<file path="config.mk">
export PLATFORM = sky130hd
export DESIGN_NAME = button_status_led_fault_blinker_core
export DESIGN_NICKNAME = d
export VERILOG_FILES = /design/src/rtl/bslf_pkg.sv /design/src/rtl/bslf_press.sv /design/src/rtl/button_status_led_fault_blinker_core.sv
export SDC_FILE = /design/constraint.sdc
export NUM_CORES = 1
export LEC_CHECK = 0
export ABC_AREA = 0
export BUFFER_PORTS_ARGS = -buffer_cell sky130_fd_sc_hd__buf_2
export CORE_UTILIZATION = 48
export DETAILED_ROUTE_END_ITERATION = 16
export PLACE_DENSITY_LB_ADDON = 0.2
export SYNTH_ARGS = -nofsm -noshare
export SYNTH_HDL_FRONTEND = slang
export SYNTH_SLANG_ARGS = --single-unit
</file>
<file path="constraint.sdc">
create_clock -name clk -period 6.8 [get_ports clk]
set_input_delay 1.36 -clock clk [delete_from_list [all_inputs] [get_ports clk]]
set_output_delay 1.36 -clock clk [all_outputs]
set_load 0.02 [all_outputs]
</file>
<file path="src/rtl/bslf_pkg.sv">
// ----------------------------------------------------------------------------
// bslf_pkg: shared definitions for the status LED and button controller
// Holds the counter width, the register map, the reset values of the
// registers and the codes for mode, blink phase and LED color.
// ----------------------------------------------------------------------------
package bslf_pkg;

  localparam int TICK_BITS = 16;
  localparam int CFG_BITS  = 16;
  localparam int IDX_BITS  = 2;

  typedef logic [TICK_BITS-1:0] tick_t;
  typedef logic [CFG_BITS-1:0]  cfg_word_t;

  localparam logic [IDX_BITS-1:0] REG_LONG_PRESS = 2'd0;
  localparam logic [IDX_BITS-1:0] REG_BLINK_ON   = 2'd1;
  localparam logic [IDX_BITS-1:0] REG_BLINK_OFF  = 2'd2;
  localparam logic [IDX_BITS-1:0] REG_IDLE_GAP   = 2'd3;

  localparam cfg_word_t LONG_PRESS_RST = 16'd100;
  localparam cfg_word_t BLINK_ON_RST   = 16'd25;
  localparam cfg_word_t BLINK_OFF_RST  = 16'd25;
  localparam cfg_word_t IDLE_GAP_RST   = 16'd100;

  typedef enum logic [1:0] {
    MODE_STARTUP = 2'd0,
    MODE_RUN     = 2'd1,
    MODE_FAULT   = 2'd2
  } mode_t;

  typedef enum logic [1:0] {
    PH_SOLID = 2'd0,
    PH_ON    = 2'd1,
    PH_OFF   = 2'd2,
    PH_IDLE  = 2'd3
  } phase_t;

  typedef enum logic [1:0] {
    LED_OFF = 2'd0,
    LED_RED = 2'd1,
    LED_YEL = 2'd2,
    LED_GRN = 2'd3
  } color_t;

  // Press events from the debouncer, before the run-mode qualification.
  typedef struct packed {
    logic short_hit;
    logic long_hit;
  } press_t;

  // Brings a 16-bit register value to the counter width.
  function automatic tick_t to_tick(cfg_word_t v);
    logic [31:0] w;
    w = 32'(v);
    return w[TICK_BITS-1:0];
  endfunction

endpackage

</file>
<file path="src/rtl/bslf_press.sv">
// ----------------------------------------------------------------------------
// bslf_press: two-sample button debouncer with long-press countdown
// Advances once per accepted item and reports the raw short and long press
// events of that item.
// ----------------------------------------------------------------------------
module bslf_press (
  input  logic                clk,
  input  logic                rst_n,
  input  logic                advance,
  input  logic                button,
  input  bslf_pkg::cfg_word_t long_press_ticks,
  output bslf_pkg::press_t    press
);
  import bslf_pkg::*;

  logic  prev_r, prev_nxt;
  logic  held_r, held_nxt;
  tick_t cnt_r, cnt_nxt;

  always_comb begin
    logic released;
    released = 1'b0;
    held_nxt = held_r;
    cnt_nxt  = cnt_r;
    press    = '0;
    if (button && prev_r && !held_r) begin
      held_nxt = 1'b1;
      cnt_nxt  = to_tick(long_press_ticks);
    end
    if (!button && !prev_r && held_r) begin
      held_nxt = 1'b0;
      released = 1'b1;
    end
    prev_nxt = button;
    if (held_nxt && cnt_nxt != '0) begin
      cnt_nxt = cnt_nxt - 1'b1;
      if (cnt_nxt == '0) begin
        press.long_hit = 1'b1;
      end
    end
    // A release counts as short only if the countdown never ran out.
    press.short_hit = released && (cnt_nxt != '0);
  end

  always_ff @(posedge clk) begin
    if (!rst_n) begin
      prev_r <= 1'b0;
      held_r <= 1'b0;
      cnt_r  <= '0;
    end else if (advance) begin
      prev_r <= prev_nxt;
      held_r <= held_nxt;
      cnt_r  <= cnt_nxt;
    end
  end

endmodule

</file>
<file path="src/rtl/button_status_led_fault_blinker_core.sv">
// ----------------------------------------------------------------------------
// button_status_led_fault_blinker_core: status LED, fault blink codes, button
//
//   Channel  Direction  Contents
//   in_      slave      one tick: button, startup done, fault write and code
//   out_     master     one result per tick: LED color, presses, mode
//   cfg_     write      press and blink timing registers 0..3
//
// One item per clock cycle; each result appears in the output register in the
// cycle after its item is accepted. All per-tick work is a few 16-bit
// decrements and compares between the state registers and the output
// register. The input is ready whenever the output register is empty or
// being taken, so a stalled output stops intake only while a result waits.
// Reset is synchronous; no clearing pass is needed.
// ----------------------------------------------------------------------------
module button_status_led_fault_blinker_core (
  input  logic                          clk,
  input  logic                          rst_n,
  input  logic                          in_tvalid,
  output logic                          in_tready,
  // [0] button_level, [1] startup_done, [2] fault_write, [6:3] fault_code
  input  logic [7:0]                    in_tdata,
  output logic                          out_tvalid,
  input  logic                          out_tready,
  // [1:0] led_color, [2] short_press, [3] long_press, [5:4] mode
  output logic [7:0]                    out_tdata,
  input  logic                          cfg_we,
  input  logic [bslf_pkg::IDX_BITS-1:0] cfg_index,
  input  bslf_pkg::cfg_word_t           cfg_wdata
);
  import bslf_pkg::*;

  cfg_word_t long_press_r, blink_on_r, blink_off_r, idle_gap_r;

  mode_t     mode_r, mode_nxt;
  mode_t     saved_r, saved_nxt;
  phase_t    phase_r, phase_nxt;
  tick_t     bcnt_r, bcnt_nxt;
  logic [3:0] left_r, left_nxt;
  logic [3:0] fault_r, fault_nxt;
  color_t    color_r, color_nxt;

  logic      out_valid_r;
  color_t    res_color_r;
  logic      res_short_r, res_long_r;
  mode_t     res_mode_r;

  press_t    press;
  logic      in_fire;
  logic      btn, sdone, fwr;
  logic [3:0] code;

  assign in_tready = !out_valid_r || out_tready;
  assign in_fire   = in_tvalid && in_tready;
  assign btn       = in_tdata[0];
  assign sdone     = in_tdata[1];
  assign fwr       = in_tdata[2];
  assign code      = in_tdata[6:3];

  always_ff @(posedge clk) begin
    if (!rst_n) begin
      long_press_r <= LONG_PRESS_RST;
      blink_on_r   <= BLINK_ON_RST;
      blink_off_r  <= BLINK_OFF_RST;
      idle_gap_r   <= IDLE_GAP_RST;
    end else if (cfg_we) begin
      unique case (cfg_index)
        REG_LONG_PRESS: long_press_r <= cfg_wdata;
        REG_BLINK_ON:   blink_on_r   <= cfg_wdata;
        REG_BLINK_OFF:  blink_off_r  <= cfg_wdata;
        REG_IDLE_GAP:   idle_gap_r   <= cfg_wdata;
        default: ;
      endcase
    end
  end

  bslf_press u_press (
    .clk              (clk),
    .rst_n            (rst_n),
    .advance          (in_fire),
    .button           (btn),
    .long_press_ticks (long_press_r),
    .press            (press)
  );

  always_comb begin
    mode_t enter;
    logic  do_enter;
    mode_nxt  = mode_r;
    saved_nxt = saved_r;
    phase_nxt = phase_r;
    bcnt_nxt  = bcnt_r;
    left_nxt  = left_r;
    fault_nxt = fault_r;
    color_nxt = color_r;
    enter     = MODE_RUN;
    do_enter  = 1'b0;

    if (sdone && mode_r != MODE_FAULT) begin
      do_enter = 1'b1;
      enter    = MODE_RUN;
    end
    // A fault write comes after startup done, so it overrides the target.
    if (fwr) begin
      fault_nxt = code;
      do_enter  = 1'b1;
      if (code == 4'd0) begin
        enter = saved_r;
      end else begin
        if (mode_r != MODE_FAULT && !(sdone && mode_r != MODE_FAULT)) begin
          saved_nxt = mode_r;
        end else if (mode_r != MODE_FAULT) begin
          saved_nxt = MODE_RUN;
        end
        enter = MODE_FAULT;
      end
    end

    if (do_enter) begin
      unique case (enter)
        MODE_RUN: begin
          mode_nxt  = MODE_RUN;
          color_nxt = LED_GRN;
          phase_nxt = PH_SOLID;
        end
        MODE_FAULT: begin
          mode_nxt = MODE_FAULT;
          if (fault_nxt != 4'd0) begin
            left_nxt  = fault_nxt;
            phase_nxt = PH_ON;
            bcnt_nxt  = to_tick(blink_on_r);
            color_nxt = LED_RED;
          end
        end
        default: begin
          mode_nxt  = MODE_STARTUP;
          color_nxt = LED_YEL;
          phase_nxt = PH_SOLID;
        end
      endcase
    end

    // Blink sequencer ticks in the same cycle a sequence starts.
    if (phase_nxt != PH_SOLID) begin
      bcnt_nxt = bcnt_nxt - 1'b1;
      if (bcnt_nxt == '0) begin
        case (phase_nxt)
          PH_ON: begin
            phase_nxt = PH_OFF;
            bcnt_nxt  = to_tick(blink_off_r);
            color_nxt = LED_OFF;
          end
          PH_OFF: begin
            left_nxt = left_nxt - 4'd1;
            if (left_nxt == 4'd0) begin
              phase_nxt = PH_IDLE;
              bcnt_nxt  = to_tick(idle_gap_r);
              color_nxt = LED_OFF;
            end else begin
              phase_nxt = PH_ON;
              bcnt_nxt  = to_tick(blink_on_r);
              color_nxt = LED_RED;
            end
          end
          default: begin
            left_nxt  = fault_nxt;
            phase_nxt = PH_ON;
            bcnt_nxt  = to_tick(blink_on_r);
            color_nxt = LED_RED;
          end
        endcase
      end
    end
  end

  always_ff @(posedge clk) begin
    if (!rst_n) begin
      mode_r  <= MODE_STARTUP;
      saved_r <= MODE_STARTUP;
      phase_r <= PH_SOLID;
      bcnt_r  <= '0;
      left_r  <= 4'd0;
      fault_r <= 4'd0;
      color_r <= LED_YEL;
    end else if (in_fire) begin
      mode_r  <= mode_nxt;
      saved_r <= saved_nxt;
      phase_r <= phase_nxt;
      bcnt_r  <= bcnt_nxt;
      left_r  <= left_nxt;
      fault_r <= fault_nxt;
      color_r <= color_nxt;
    end
  end

  always_ff @(posedge clk) begin
    if (!rst_n) begin
      out_valid_r <= 1'b0;
    end else if (in_fire) begin
      out_valid_r <= 1'b1;
    end else if (out_tready) begin
      out_valid_r <= 1'b0;
    end
  end

  always_ff @(posedge clk) begin
    if (in_fire) begin
      res_color_r <= color_nxt;
      res_short_r <= press.short_hit && (mode_nxt == MODE_RUN);
      res_long_r  <= press.long_hit && (mode_nxt == MODE_RUN);
      res_mode_r  <= mode_nxt;
    end
  end

  assign out_tvalid = out_valid_r;
  assign out_tdata  = {2'b00, res_mode_r, res_long_r, res_short_r, res_color_r};

endmodule

</file>
==> flow_summary.json <==
{
  "status": "complete, no violations",
  "p_sw_share_pct": 33.0,
  "synth_top_family_by_area": "simple AND/OR/NAND/NOR gates",
  "finalHoldViolCount": 0,
  "finClkSkew_ps": 8.08,
  "synthSimpleGateAreaFrac_pct": 27.9,
  "syn_area_mm2": 0.00747,
  "synth-compound-area-share_pct": 22.3,
  "finalMaxSlewViolations": 0,
  "synth_top_area_share_pct": 30.8,
  "busiest_layer": "met2",
  "ys_ff_latch": 121,
  "seqCellArea_mm2": 0.00248,
  "wl_per_cell_um": 17.8,
  "worstSetupEndpointType": "flop",
  "fill_cells": 1520,
  "gr-usage-met1_pct": 38.0,
  "dp_hpwl_um": 14300,
  "antenna_left": 0,
  "wl_um": 21400,
  "cellPowerDensity_mw_per_mm2": 247,
  "slew_headroom_pct": 17.3,
  "ys.flop_type": "dfxtp_1",
  "power.switching_mw": 0.675,
  "final.period_utilization_pct": 81.6,
  "finalInstanceArea_mm2": 0.00828,
  "critPathArrivalTime_ps": 5880,
  "cts.clk_slew.worst_paths_ps": 60,
  "hold_path_class": "reg2reg",
  "portBuffers": 37,
  "fin_tns_setup_ps": 0,
  "drive_gt1_share_pct": 11.8,
  "ir_worst_vdd_mv": 0.196,
  "grt_first_pass_wirelength_um": 35100,
  "gp_congestion": 0.886,
  "ys_warn_count": 0,
  "hold_path_depth": 2,
  "gr-usage-met2_pct": 43.3,
  "drc_errors": 0,
  "area_delta_synth_final_pct": 10.7,
  "grt_usage_pct": 27.6,
  "required_ps": 7130,
  "post_drt_via_cell_ratio": 6.05,
  "vias": 7301,
  "worst_slew_pin_slew_ps": 1240,
  "core_area_mm2": 0.0152,
  "finalWorstPathRequiredPeriod_ps": 5550,
  "crit_type": "in2reg",
  "cts_buffer_depth": 2,
  "synthAdderAreaFrac_pct": 2.31,
  "yosysTopAreaCell": "dfxtp_1",
  "fmax_mhz": 180,
  "drtIter0Drc": 669,
  "async_flop_share_pct": 0,
  "multi_input_area_mm2": 0.00468,
  "synth_area_leaders": "dfxtp_1, nand2_1, a21oi_1",
  "clock-root-buffer": "clkbuf_16",
  "die-width_um": 127,
  "setup_viol": 0,
  "ys_seq_area_share_pct": 33.2,
  "worstSkewPairLatency_ps": 420,
  "ioPinCount": 41,
  "netlist_instances": 1003,
  "cts_buffers": 17,
  "synth.area.mux_share_pct": 6.04,
  "synth_enable_flop_cells": 6,
  "dieHeight_um": 127,
  "antenna_found_initial": 0,
  "cts_resized": 0,
  "crit_path_start_kind": "primary input",
  "cts.sinks": 121,
  "dieArea_mm2": 0.0161,
  "syn_area_per_cell_um2": 7.45,
  "p_comb_share_pct": 22.0,
  "rsz0062_at_grt": "false",
  "htreeDepth": 4,
  "initial_utilization_pct": 49.2,
  "maxCapViolations": 0,
  "seq_power_share_pct": 38.1,
  "postPlaceCellArea_mm2": 0.00775,
  "insertedDiodeCount": 0,
  "p_int_mw": 1.37,
  "reg2reg_depth": 15,
  "path_max_fanout": 9,
  "cts_setup_buffers": 0,
  "ys_types": 68,
  "hold_buffers": 0,
  "overflow": 0,
  "cts_tree": "done",
  "grt_pass1_vias": 6585,
  "placementRows": 45,
  "final_nets": 1051,
  "gr-usage-met3_pct": 6.12,
  "power_frac_clock_pct": 39.9,
  "first_pass_iters": 5,
  "p_leak_nw": 3.10,
  "synth_xor_area_share_pct": 3.63,
  "grt_max_degree": 84
}
==> cell families after synthesis <==
logic type / count (synthesis)
xor+xnor: 31
simple gates: 439
flops: 121
mux: 43
compound gates: 271
buf+inv: 83
fa+ha+maj: 14
other cells: 1
==> worst max-delay path, cell delays in order <==
cell,delay (ps)
buf_2,120
nor4_2,410
nand2_1,110
nand2_1,100
inv_1,60
ha_1,270
and2_1,210
a21oi_2,190
nor2_2,80
mux2i_1,310
ha_1,290
o311ai_1,310
buf_4,300
nor4_1,290
o22ai_1,210
a21oi_1,640
nand3_1,290
a311oi_1,320
==> stage by stage <==
| stage | utilization [%] | std cells | setup slack [ps] | total power, mW | hold WS, ps |
|---|---|---|---|---|---|
| finish | 54.4 | 1206 | 1250 | 2.05 | 450 |
| global route | 54.4 | 1206 | 888 | 2.14 | 469 |
| CTS | 54.4 | 1206 | 1420 | 2.05 | 453 |
| detailed placement | 51.0 | 1176 | 972 | 1.24 | 444 |
| global placement | 51.0 | 1176 | 1070 | 1.23 | 440 |
| floorplan | - | 1004 | 1230 | 1.12 | 432 |
==> placed cells by master (no fill, tap or decap), types with 16 or more instances in the layout <==
cell type	Yosys	layout
xnor2_1	17	17
a21oi_1	124	124
nand2_1	193	193
and2_1	26	26
nor2_1	74	74
mux2i_1	28	28
o21ai_0	44	44
o211ai_1	28	28
nor3_1	24	24
a31oi_1	17	17
nand3_1	36	36
buf_4	5	16
dfxtp_1	115	115
clkbuf_16	0	17
buf_2	9	37
==> metal layers <==
layer	wire, µm	vias to the layer above
met1	10100	3475
met2	9790	211
li1	-	3590
met3	1260	25
met5	0	-
met4	328	0
==> flip-flops by register name, summed over array words and instances (netlist names), 4 cells and up <==
signal	count
u_press.cnt_r	16
left_r	4
bcnt_r	16
fault_r	4
blink_off_r	16
long_press_r	16
blink_on_r	16
idle_gap_r	16
==> path summary, 6_finish.rpt <==
kind | start | end | slack, ps
max | in_tdata[5] | left_r[2] | 1250
min | u_press.cnt_r[0] | u_press.cnt_r[0] | 450
max reg2reg | saved_r[1] | left_r[2] | 2330
min reg2reg | u_press.cnt_r[0] | u_press.cnt_r[0] | 450
==> cells in the mapped netlist, types with 5 or more instances <==
master    count
a211oi_1      6
a21oi_1     124
a31oi_1      17
and2_1       26
and3_1        9
and4_1        5
buf_2         9
buf_4         5
clkbuf_1     51
dfxtp_1     115
edfxtp_1      6
ha_1         13
inv_1        13
mux2_2       14
mux2i_1      28
nand2_1     193
nand2b_1      6
nand3_1      36
nand4_1       9
nor2_1       74
nor3_1       24
nor4_1       13
o211ai_1     28
o21ai_0      44
o31a_1        7
o31ai_1       7
or2_2         5
or3_1         9
or4_1         9
xnor2_1      17
xor2_1       14
==> power groups by stage <==
stage / clock network [mW] / registers [mW] / logic (mW)
floorplan: 0 / 0.789 / 0.330
global placement: 0 / 0.795 / 0.438
detailed placement: 0 / 0.795 / 0.441
CTS: 0.827 / 0.780 / 0.444
global route: 0.859 / 0.785 / 0.496
finish: 0.816 / 0.781 / 0.451
==> cell type report <==
class                      instances  share of cell area (%)
clock buffer                      17                    5.14
timing repair buffer              53                    3.69
clock inverter                    13                    1.21
sequential                       121                    30.0
multi-input combinational        800                    56.5
inverter                          14                   0.635
tap                              188                    2.84
(Power assumes the default switching activity.)
